**config.mk**
```make
export PLATFORM = sky130hd
export DESIGN_NAME = buffered_uart_ring_queues_unit
export DESIGN_NICKNAME = d
export VERILOG_FILES = /design/src/rtl/core/bufuart_pkg.sv /design/src/rtl/core/bufuart_queue.sv /design/src/rtl/core/buffered_uart_ring_queues_unit.sv
export SDC_FILE = /design/constraint.sdc
export NUM_CORES = 1
export LEC_CHECK = 0
export BUFFER_PORTS_ARGS = -buffer_cell sky130_fd_sc_hd__buf_2
export CORE_AREA = 2 2 187 226
export CTS_CLUSTER_DIAMETER = 150
export CTS_CLUSTER_SIZE = 14
export DETAILED_ROUTE_END_ITERATION = 8
export DIE_AREA = 0 0 189 228
export PLACE_DENSITY_LB_ADDON = 0.15
export SETUP_SLACK_MARGIN = 0.02
export SLEW_MARGIN = 10
export SYNTH_ARGS = -nofsm -noshare
export SYNTH_HDL_FRONTEND = slang
export SYNTH_SLANG_ARGS = --single-unit
```
**constraint.sdc**
```tcl
create_clock -name clock -period 2.5 [get_ports clock]
set_input_delay 0.125 -clock clock [delete_from_list [all_inputs] [get_ports clock]]
set_output_delay 0.125 -clock clock [all_outputs]
set_load 0.03 [all_outputs]
```
**src/rtl/core/bufuart_pkg.sv**
```systemverilog
// ----------------------------------------------------------------------------
// bufuart_pkg - shared definitions for the buffered serial-port queues
// Operation and status codes, default queue depth and the queue status
// bundle passed from each ring queue to the top level.
// ----------------------------------------------------------------------------
package bufuart_pkg;

   // default number of entries in each ring queue
   localparam int QUEUE_DEPTH = 32;

   // width of the reported byte counts
   localparam int COUNT_W = 6;

   // request operation codes
   localparam logic [1:0] OP_SW_WRITE = 2'd0;
   localparam logic [1:0] OP_SW_READ  = 2'd1;
   localparam logic [1:0] OP_LINE_RX  = 2'd2;
   localparam logic [1:0] OP_TX_READY = 2'd3;

   // response status codes
   localparam logic [1:0] ST_DONE     = 2'd0;
   localparam logic [1:0] ST_QUEUE    = 2'd1;
   localparam logic [1:0] ST_DISARMED = 2'd2;

   // status of one ring queue
   typedef struct packed {
      logic               full;
      logic               empty;
      logic [COUNT_W-1:0] count;
   } q_stat_type;

endpackage

```
**src/rtl/core/bufuart_queue.sv**
```systemverilog
// ----------------------------------------------------------------------------
// bufuart_queue - one circular byte queue
// Byte store with write and read pointers and a fill count. The caller only
// pushes when not full and only pops when not empty. Pop data is registered.
// ----------------------------------------------------------------------------
module bufuart_queue #(
   parameter int DEPTH = bufuart_pkg::QUEUE_DEPTH
) (
   input  logic                    clock,
   input  logic                    reset,
   input  logic                    push,
   input  logic [7:0]              push_data,
   input  logic                    pop,
   output logic [7:0]              pop_data,
   output bufuart_pkg::q_stat_type stat
);

   localparam int PTR_W = (DEPTH > 1) ? $clog2(DEPTH) : 1;
   localparam int CNT_W = $clog2(DEPTH + 1);
   localparam logic [PTR_W-1:0] LAST_POS = PTR_W'(DEPTH - 1);
   localparam logic [CNT_W-1:0] FULL_CNT = CNT_W'(DEPTH);

   logic [7:0]       store [DEPTH];
   logic [7:0]       pop_data_ff;
   logic [PTR_W-1:0] wr_ptr_ff, wr_ptr_in;
   logic [PTR_W-1:0] rd_ptr_ff, rd_ptr_in;
   logic [CNT_W-1:0] count_ff, count_in;
   logic [CNT_W+bufuart_pkg::COUNT_W-1:0] count_ext;

   // advance pointers with wrap at the last entry
   always_comb begin
      wr_ptr_in = wr_ptr_ff;
      rd_ptr_in = rd_ptr_ff;
      count_in  = count_ff;
      if (push) begin
         wr_ptr_in = (wr_ptr_ff == LAST_POS) ? '0 : wr_ptr_ff + 1'b1;
         count_in  = count_ff + 1'b1;
      end else if (pop) begin
         rd_ptr_in = (rd_ptr_ff == LAST_POS) ? '0 : rd_ptr_ff + 1'b1;
         count_in  = count_ff - 1'b1;
      end
   end

   always_ff @(posedge clock) begin
      if (reset) begin
         wr_ptr_ff <= '0;
         rd_ptr_ff <= '0;
         count_ff  <= '0;
      end else begin
         wr_ptr_ff <= wr_ptr_in;
         rd_ptr_ff <= rd_ptr_in;
         count_ff  <= count_in;
      end
   end

   // write the pushed word into the store
   always_ff @(posedge clock) begin
      if (push) begin
         store[wr_ptr_ff] <= push_data;
      end
   end

   // read the word at the head on pop
   always_ff @(posedge clock) begin
      if (pop) begin
         pop_data_ff <= store[rd_ptr_ff];
      end
   end

   assign pop_data   = pop_data_ff;
   assign count_ext  = {{bufuart_pkg::COUNT_W{1'b0}}, count_ff};
   assign stat.full  = (count_ff == FULL_CNT);
   assign stat.empty = (count_ff == '0);
   assign stat.count = count_ext[bufuart_pkg::COUNT_W-1:0];

endmodule

```
**src/rtl/core/buffered_uart_ring_queues_unit.sv**
```systemverilog
// ----------------------------------------------------------------------------
// buffered_uart_ring_queues_unit - transmit and receive byte queues
// Software write/read and line receive/transmitter-ready operations on two
// ring queues, with the transmit-ready interrupt enable.
// ----------------------------------------------------------------------------
// One operation is taken per clock: busy is never raised, so start may be
// held high every cycle. The response appears with rsp_valid for exactly one
// cycle, in the cycle after the operation is taken, and cannot be held off. The
// latency is set by the registered read port of each queue store. Counts and
// the interrupt enable show the state after the latest operation. The stores
// need no clearing after reset; only words that were pushed are ever popped.
// ----------------------------------------------------------------------------
module buffered_uart_ring_queues_unit #(
   parameter int QUEUE_DEPTH = bufuart_pkg::QUEUE_DEPTH
) (
   input  logic                            clock,
   input  logic                            reset,
   input  logic                            start,
   output logic                            busy,
   input  logic [1:0]                      req_operation,
   input  logic [7:0]                      req_data_in,
   output logic                            rsp_valid,
   output logic [1:0]                      rsp_status,
   output logic [7:0]                      rsp_data_out,
   output logic                            rsp_line_send,
   output logic                            rsp_tx_irq_armed,
   output logic [bufuart_pkg::COUNT_W-1:0] rsp_rx_count,
   output logic [bufuart_pkg::COUNT_W-1:0] rsp_tx_count
);

   bufuart_pkg::q_stat_type rx_stat, tx_stat;

   logic       accept;
   logic       tx_push, tx_pop, rx_push, rx_pop;
   logic [7:0] rx_pop_data, tx_pop_data;
   logic       irq_on_ff, irq_on_in;
   logic       valid_ff;
   logic [1:0] status_ff, status_in;
   logic       rx_pop_ff, tx_pop_ff;

   assign busy   = 1'b0;
   assign accept = start & ~busy;

   // decode the operation against queue status
   always_comb begin
      tx_push   = 1'b0;
      tx_pop    = 1'b0;
      rx_push   = 1'b0;
      rx_pop    = 1'b0;
      irq_on_in = irq_on_ff;
      status_in = bufuart_pkg::ST_DONE;
      case (req_operation)
         bufuart_pkg::OP_SW_WRITE: begin
            if (tx_stat.full) begin
               status_in = bufuart_pkg::ST_QUEUE;
            end else begin
               tx_push   = accept;
               irq_on_in = 1'b1;
            end
         end
         bufuart_pkg::OP_SW_READ: begin
            if (rx_stat.empty) begin
               status_in = bufuart_pkg::ST_QUEUE;
            end else begin
               rx_pop = accept;
            end
         end
         bufuart_pkg::OP_LINE_RX: begin
            if (rx_stat.full) begin
               status_in = bufuart_pkg::ST_QUEUE;
            end else begin
               rx_push = accept;
            end
         end
         bufuart_pkg::OP_TX_READY: begin
            if (!irq_on_ff) begin
               status_in = bufuart_pkg::ST_DISARMED;
            end else if (tx_stat.empty) begin
               status_in = bufuart_pkg::ST_QUEUE;
               irq_on_in = 1'b0;
            end else begin
               tx_pop = accept;
            end
         end
         default: begin
            status_in = bufuart_pkg::ST_DONE;
         end
      endcase
   end

   // hold interrupt enable and response strobe
   always_ff @(posedge clock) begin
      if (reset) begin
         irq_on_ff <= 1'b0;
         valid_ff  <= 1'b0;
         rx_pop_ff <= 1'b0;
         tx_pop_ff <= 1'b0;
      end else begin
         valid_ff <= accept;
         if (accept) begin
            irq_on_ff <= irq_on_in;
            rx_pop_ff <= rx_pop;
            tx_pop_ff <= tx_pop;
         end
      end
   end

   // capture the response status
   always_ff @(posedge clock) begin
      if (accept) begin
         status_ff <= status_in;
      end
   end

   bufuart_queue #(
      .DEPTH (QUEUE_DEPTH)
   ) u_rx_queue (
      .clock     (clock),
      .reset     (reset),
      .push      (rx_push),
      .push_data (req_data_in),
      .pop       (rx_pop),
      .pop_data  (rx_pop_data),
      .stat      (rx_stat)
   );

   bufuart_queue #(
      .DEPTH (QUEUE_DEPTH)
   ) u_tx_queue (
      .clock     (clock),
      .reset     (reset),
      .push      (tx_push),
      .push_data (req_data_in),
      .pop       (tx_pop),
      .pop_data  (tx_pop_data),
      .stat      (tx_stat)
   );

   // drive the response; data is zero when nothing was popped
   assign rsp_valid        = valid_ff;
   assign rsp_status       = status_ff;
   assign rsp_data_out     = rx_pop_ff ? rx_pop_data :
                             tx_pop_ff ? tx_pop_data : 8'd0;
   assign rsp_line_send    = tx_pop_ff;
   assign rsp_tx_irq_armed = irq_on_ff;
   assign rsp_rx_count     = rx_stat.count;
   assign rsp_tx_count     = tx_stat.count;

endmodule

```
# == Yosys cells after proc, flatten, opt, wreduce, memory -nomap -nowiden ==
# Memory sizes are Yosys's and may differ from the RTL's. A register that Yosys moved wholly into a read port is not among the register bits.
# Index checks and enable logic that the tools add are counted.
# word_totals
regBits,38
latch_bits,0
mem_bits_rw,512
romBits,0
in_bits,13
output_inout_bits,26
elab_cells,75
mem_count,2
# memory_table
memory,depth,word_bits,rd,rd_ports_with_merged_regs,wr,line,rtl
u_rx_queue.store,32,8,1,1,1,bufuart_queue.sv:23,logic [7:0] store [DEPTH];
u_tx_queue.store,32,8,1,1,1,bufuart_queue.sv:23,
# classes
addsub,8
n_mul,0
n_div,0
n_lt_le_gt_ge,0
n_eq_ne,10
shifts,0
muxes,33
bitwise_logic,2
n_reduce_logical,9
# op_table
operator,n
6-bit two-way mux,4
5-bit by 1-bit adder with 5-bit output (second input constant),4
5-bit equality test (second input constant),4
1-bit two-way mux,20
5-bit two-way mux,4
8-bit two-way mux,2
6-bit by 1-bit adder with 6-bit output (second input constant),2
6-bit equality test (second input constant),2
6-bit zero test,2
6-bit by 1-bit subtractor with 6-bit output (second input constant),2
2-bit one-hot mux with 4 select lines,1
2-bit nonzero test,3
2-bit equality test (second input constant),2
2-bit AND reduction,2
3-bit AND reduction,1
2-bit by 1-bit equality test with 1-bit output (second input constant),1
2-bit zero test,1
2-bit two-way mux,1
2-bit inequality test (second input constant),1
1-bit NOT,2
1-bit one-hot mux with 2 select lines,1

# == Longest topological paths before layout ==
# logic_depth
word_depth,6
depth_mapped,10
depth_no_buf,8

# == Cells and area by module ==
# Synthesis repeated with hierarchy kept, for this count alone.
# hier_totals
cells_unflattened,1216
hier_area_um2,22726.8
# by_module_without_submodules
mod,instances,cells_each,area_each_um2,seq_area_each_um2
bufuart_queue at u_rx_queue,1,587,11160.7,8247.9
bufuart_queue at u_tx_queue,1,587,11158.2,8247.9
buffered_uart_ring_queues_unit,1,42,407.9,140.1

# == Least setup slack after synthesis ==
# No wires, ideal clock.
# synth_timing
path_kind,register -> register
start,reg u_tx_queue.count_ff[5]
end,reg u_tx_queue.count_ff[5]
setup_ns,0.128
arrival_time_ns,2.497
required_ns,2.372
setup_slack_ns,-0.125
stages_incl_launch_ff,9
n_path_buf,1
synth_period_minus_slack_ns,2.625
cell_sequence,dfxtp_1 > or4b_4 > o21ai_2 > buf_4 > ha_1 > a21o_1 > o211ai_1 > a211oi_1 > nand4bb_1
# synth_between
elab_chain_cells,5
elab_cells_between_ends,12
cone_classes,add/sub (2); eq/ne (1); mux (7); reduce/logical (2)
# synth_rtl
item,line,rtl
from (decl),bufuart_queue.sv:27,"logic [CNT_W-1:0] count_ff, count_in;"
from (signal assigned),bufuart_queue.sv:52,count_ff <= count_in;
"parallel branches: the longest is 5 deep, another holds 6-bit by 1-bit subtractor with 6-bit output",--,
# Parallel ways; which one is timed is not known. The select of a mux whose other input is x is not followed.
# A chain may end at the register's enable or synchronous reset.

# == Final worst setup path ==
# layout_timing
start,reg u_tx_queue.count_ff[1]
end,reg u_tx_queue.count_ff[5]
# The elaborated chain is that of the path after synthesis.

==> summary.md <==
| Metric | Value |
|---|---|
| Number of global-route vias before repair | 12,000 |
| Yosys warning total | 0 |
| Floorplan die area | between 40,000 and 50,000 sq um |
| Worst voltage drop across the vdd grid | ~650 uV |
| Synth unique cells | 66 |
| Synth top area share | a little over two thirds |
| DR WL/cell | roughly 26 um |
| Overflow after GRT | 0 |
| Share of the cycle needed by the critical path after routing | between 90% and 100% |
| Syn Area/Cell | 18.2 sq um |
| Biggest cell delay along the critical path | ~0.55 ns |
| Compound-cell area share of the yosys netlist | 5.14% |
| Sequential share of the synthesized area | roughly three quarters |
| Number of failing setup endpoints in the final timing report | 0 |
| I/O pins | 39 |
| Buffer depth of the longest clock path | 3 |
| Finished Core Util | 62.0% |
| Net switching power figure | approximately 3800 uW |
| Crit Path Max Fanout | 6 |
| CTS Buf Count | 46 |
| Clock share of power | 36.6% |
| Post-route cell area | 25,500 sq um |
| Total Wirelength | roughly 50,000 um |
| Achievable clock frequency | about 420 MHz |
| Relative max-transition margin | 27.2% |
| Commonest cells post-synth | edfxtp_1 (530), mux4_2 (102), nor2_1 (92) |
| RSZ-0062 raised after global routing | yes |
| Placer's final routability congestion estimate | roughly 0.88 |
| Pre-CTS setup slack | roughly 0.066 ns |
| Number of sinks driven by the clock tree | approximately 570 |
| Ant. Diodes | 0 |
| Setup crit end kind | flop |
| Total via count in the routed design | approximately 12,000 |
| Source of the worst register-to-register timing path | u_tx_queue.count_ff[1] |
| Endpoint of the lowest-slack register-to-register path | u_tx_queue.count_ff[5] |
| Library cell with the highest instance count after synthesis | edfxtp_1 |
| Drt first pass iters | 5 |
| HPWL after detailed placement | 33,300 um |
| Register bit count reported by yosys | 566 |
| Leading register cell type out of synthesis | edfxtp_1 |
| First-pass GRT wire length | approximately 74,000 um |
| Internal | between 10,000 and 15,000 uW |
| Critical Setup Path Class | flop to flop |
| Critical path's slowest cell | or4b_4 |
| Effective utilization at floorplan | a little under three fifths |
| Global-route usage over all layers | a little under a quarter |
| Total nets after synthesis | about 1,300 |
| Min Clock Period, post-route | approximately 2.4 ns |
| Power share of the sequential group | 57.6% |
| Post-synthesis simple-gate area fraction | about 5.4% |
| Std-Cell Rows | slightly above 80 |
| Overall power consumption | between 15,000 and 20,000 uW |
| DIE HEIGHT | 228 um |
| Element type at the critical path start | flop |
| Number of violations of the max-capacitance limit | 0 |
| Worst Path Arrival | 2.87 ns |
| Antenna Violating Nets Remaining | 0 |
| Post-synthesis instance area | about 23,000 sq um |
| Fraction of layout instances using a drive strength above 1 | a little under a quarter |
| Endpoint of the worst setup timing path | u_tx_queue.count_ff[5] |
| Post-route DRC | 0 |
| Number of buffers and inverters on the critical path | 0 |
| Number of levels in the clock H-tree | 2 |
| EDFF count, synth | 530 |
| Dominant cell type by area after synthesis | edfxtp_1 |
| Cell leakage power | approximately 0.008 uW |
| Number of endpoints with negative hold slack in the final report | 0 |
| Status | completed |
| Layout-stage area growth over the synthesis result | 12.3% |
| Launching instance or port of the critical path | u_tx_queue.count_ff[1] |
| Combinational cell fraction of total power | slightly below 6% |
| Post-layout nets | ~1,400 |
| Worst slew pin tran | 1.09 ns |
| Root buffer cell | clkbuf_16 |
| Critical Path RT | roughly 3.0 ns |
| Clock tree from TritonCTS | done |
| Final max-slew violation count | 0 |
| Largest net degree at the start of global routing | between 40 and 50 |
| Width of the die | between 150 and 200 um |
| Worst-case clock skew | between 0.015 and 0.02 ns |
| Async set-reset flop share out of synthesis | 0% |
| Adder-cell share of the synthesized area | around 1.4% |
| Post-route setup TNS | 0 ns |
| Area after DPL | around 24,000 sq um |
| Largest cells by area after synthesis | edfxtp_1 (70%), mux4_2 (10%), dfxtp_1 (3.2%), mux2i_1 (2.6%), nor2_1 (1.5%) |
| Worst-skew pair later-pin latency | between 0.5 and 0.6 ns |
| Number of vias per cell after detailed routing | approximately 6 |
| Core footprint | ~41,000 sq um |
| Worst min path class | input pin to flop |
| Xor and xnor fraction of the mapped netlist area | less than 1% |
| Post-route worst setup slack | 0.0983 ns |
| Number of port buffers | 37 |
| Proportion of total power due to net switching | between 20% and 30% |
| Total power divided by cell area | ~710 nW/um^2 |
| Cell type group with the largest total delay on the critical path | compound AO/OA/AOI/OAI gates |
| Clock transition at the registers of the reported paths | about 0.070 ns |
| Gate count after technology mapping | around 1,200 |
| Number of antenna violations at the first check in global routing | 0 |
| Fillcell total | approximately 2,900 |
| Fraction of synthesized area in multiplexers | 12.7% |
| 1st-iter DRT viols | approximately 860 |
| Critical path depth in cells | 7 |
| Cell count of the worst reg-to-reg path | 7 |
| Combinational family with the most area after synthesis | multiplexers |
| Setup slack on the worst flop-to-flop path | just under 0.1 ns |
| Sequence of cells on the critical path | or4b_4 > o21ai_4 > ha_1 > a21o_1 > o211ai_1 > a211oi_1 > nand4bb_1 |
==> layout by cell type, fill, tap and decap left out, types with 7 or more instances in the layout <==
cell type,count
a21oi_1,44
a211oi_1,17
nor2b_1,11
clkbuf_1,17
mux4_2,102
o22ai_1,12
mux2i_1,59
a22oi_1,36
nor2_1,92
buf_4,86
o21ai_0,9
ha_1,23
nand3_1,19
nor3_1,7
nand2_1,37
clkbuf_16,49
inv_1,11
a22o_1,14
edfxtp_1,530
nand3b_1,13
buf_2,37
nand4_1,10
buf_12,13
dfxtp_1,28
==> cells by family after synthesis <==
logic type	Yosys count
and+or+nand+nor	236
AOI/OAI and AO/OA	170
muxes	161
DFF	566
other	1
buffers and inverters	82
xor gates and xnor gates	6
adders and majority gates	25
==> power groups by stage <==
stage                     registers (uW)  clock network [uW]  logic [uW]
final                              10500                6640        1060
after global routing               10500                7100        1150
after CTS                          10500                6790        1060
after detailed placement           10700                   0        1050
after global placement             10700                   0        1040
after floorplan                    10700                   0         583
==> metal layers <==
layer,wire length [um],share of wire [%],track usage (%)
met1,19200,38,29.4
met2,26700,53,41.8
met3,2600,5.2,3.72
met4,1670,3.3,8.76
met5,0,0,0
==> per-stage QoR <==
stage	instances	hold WS, ns
6_report	1933	0.0453
2_1_floorplan	1247	0.224
3_3_place_gp	1859	0.452
3_5_place_dp	1859	0.463
5_1_grt	1933	0.0489
4_1_cts	1930	0.0132
==> state kept, by name, summed over array words and instances (netlist names), 6 cells and up <==
signal,cells
u_rx_queue.count_ff,6
u_rx_queue.pop_data,8
u_tx_queue.store,256
u_rx_queue.store,256
u_tx_queue.pop_data,8
u_tx_queue.count_ff,6
==> worst min path at each step <==
stage	from	to	slack, ns	depth (start not counted)
2_1_floorplan	req_data_in[0]	u_rx_queue.store[0][0]	0.22	0
3_3_place_gp	start	rsp_status[0]	0.45	1
3_5_place_dp	start	rsp_status[0]	0.46	1
4_1_cts	req_operation[1]	rsp_status[1]	0.01	3
5_1_grt	req_operation[1]	rsp_status[1]	0.05	3
6_report	req_data_in[3]	u_tx_queue.store[12][3]	0.05	1
==> area by class of cell <==
type	instances	area (sq um)	share of cell area (%)
Clock inverter	1	8.76	0.0343
Sequential cell	566	16700	65.3
Tap cell	546	683	2.68
Multi-Input combinational cell	599	5670	22.3
Clock buffer	66	1290	5.06
Timing Repair Buffer	141	1140	4.46
Inverter	14	55.1	0.216
==> timing repair <==
item,in CTS,in global routing
endpoints found under the hold margin,36,0
resized for setup,0,3
buffers inserted,0,3
setup endpoints to repair,0,5
hold buffers,4,0
No activity file was read; power rests on OpenSTA's default activity.
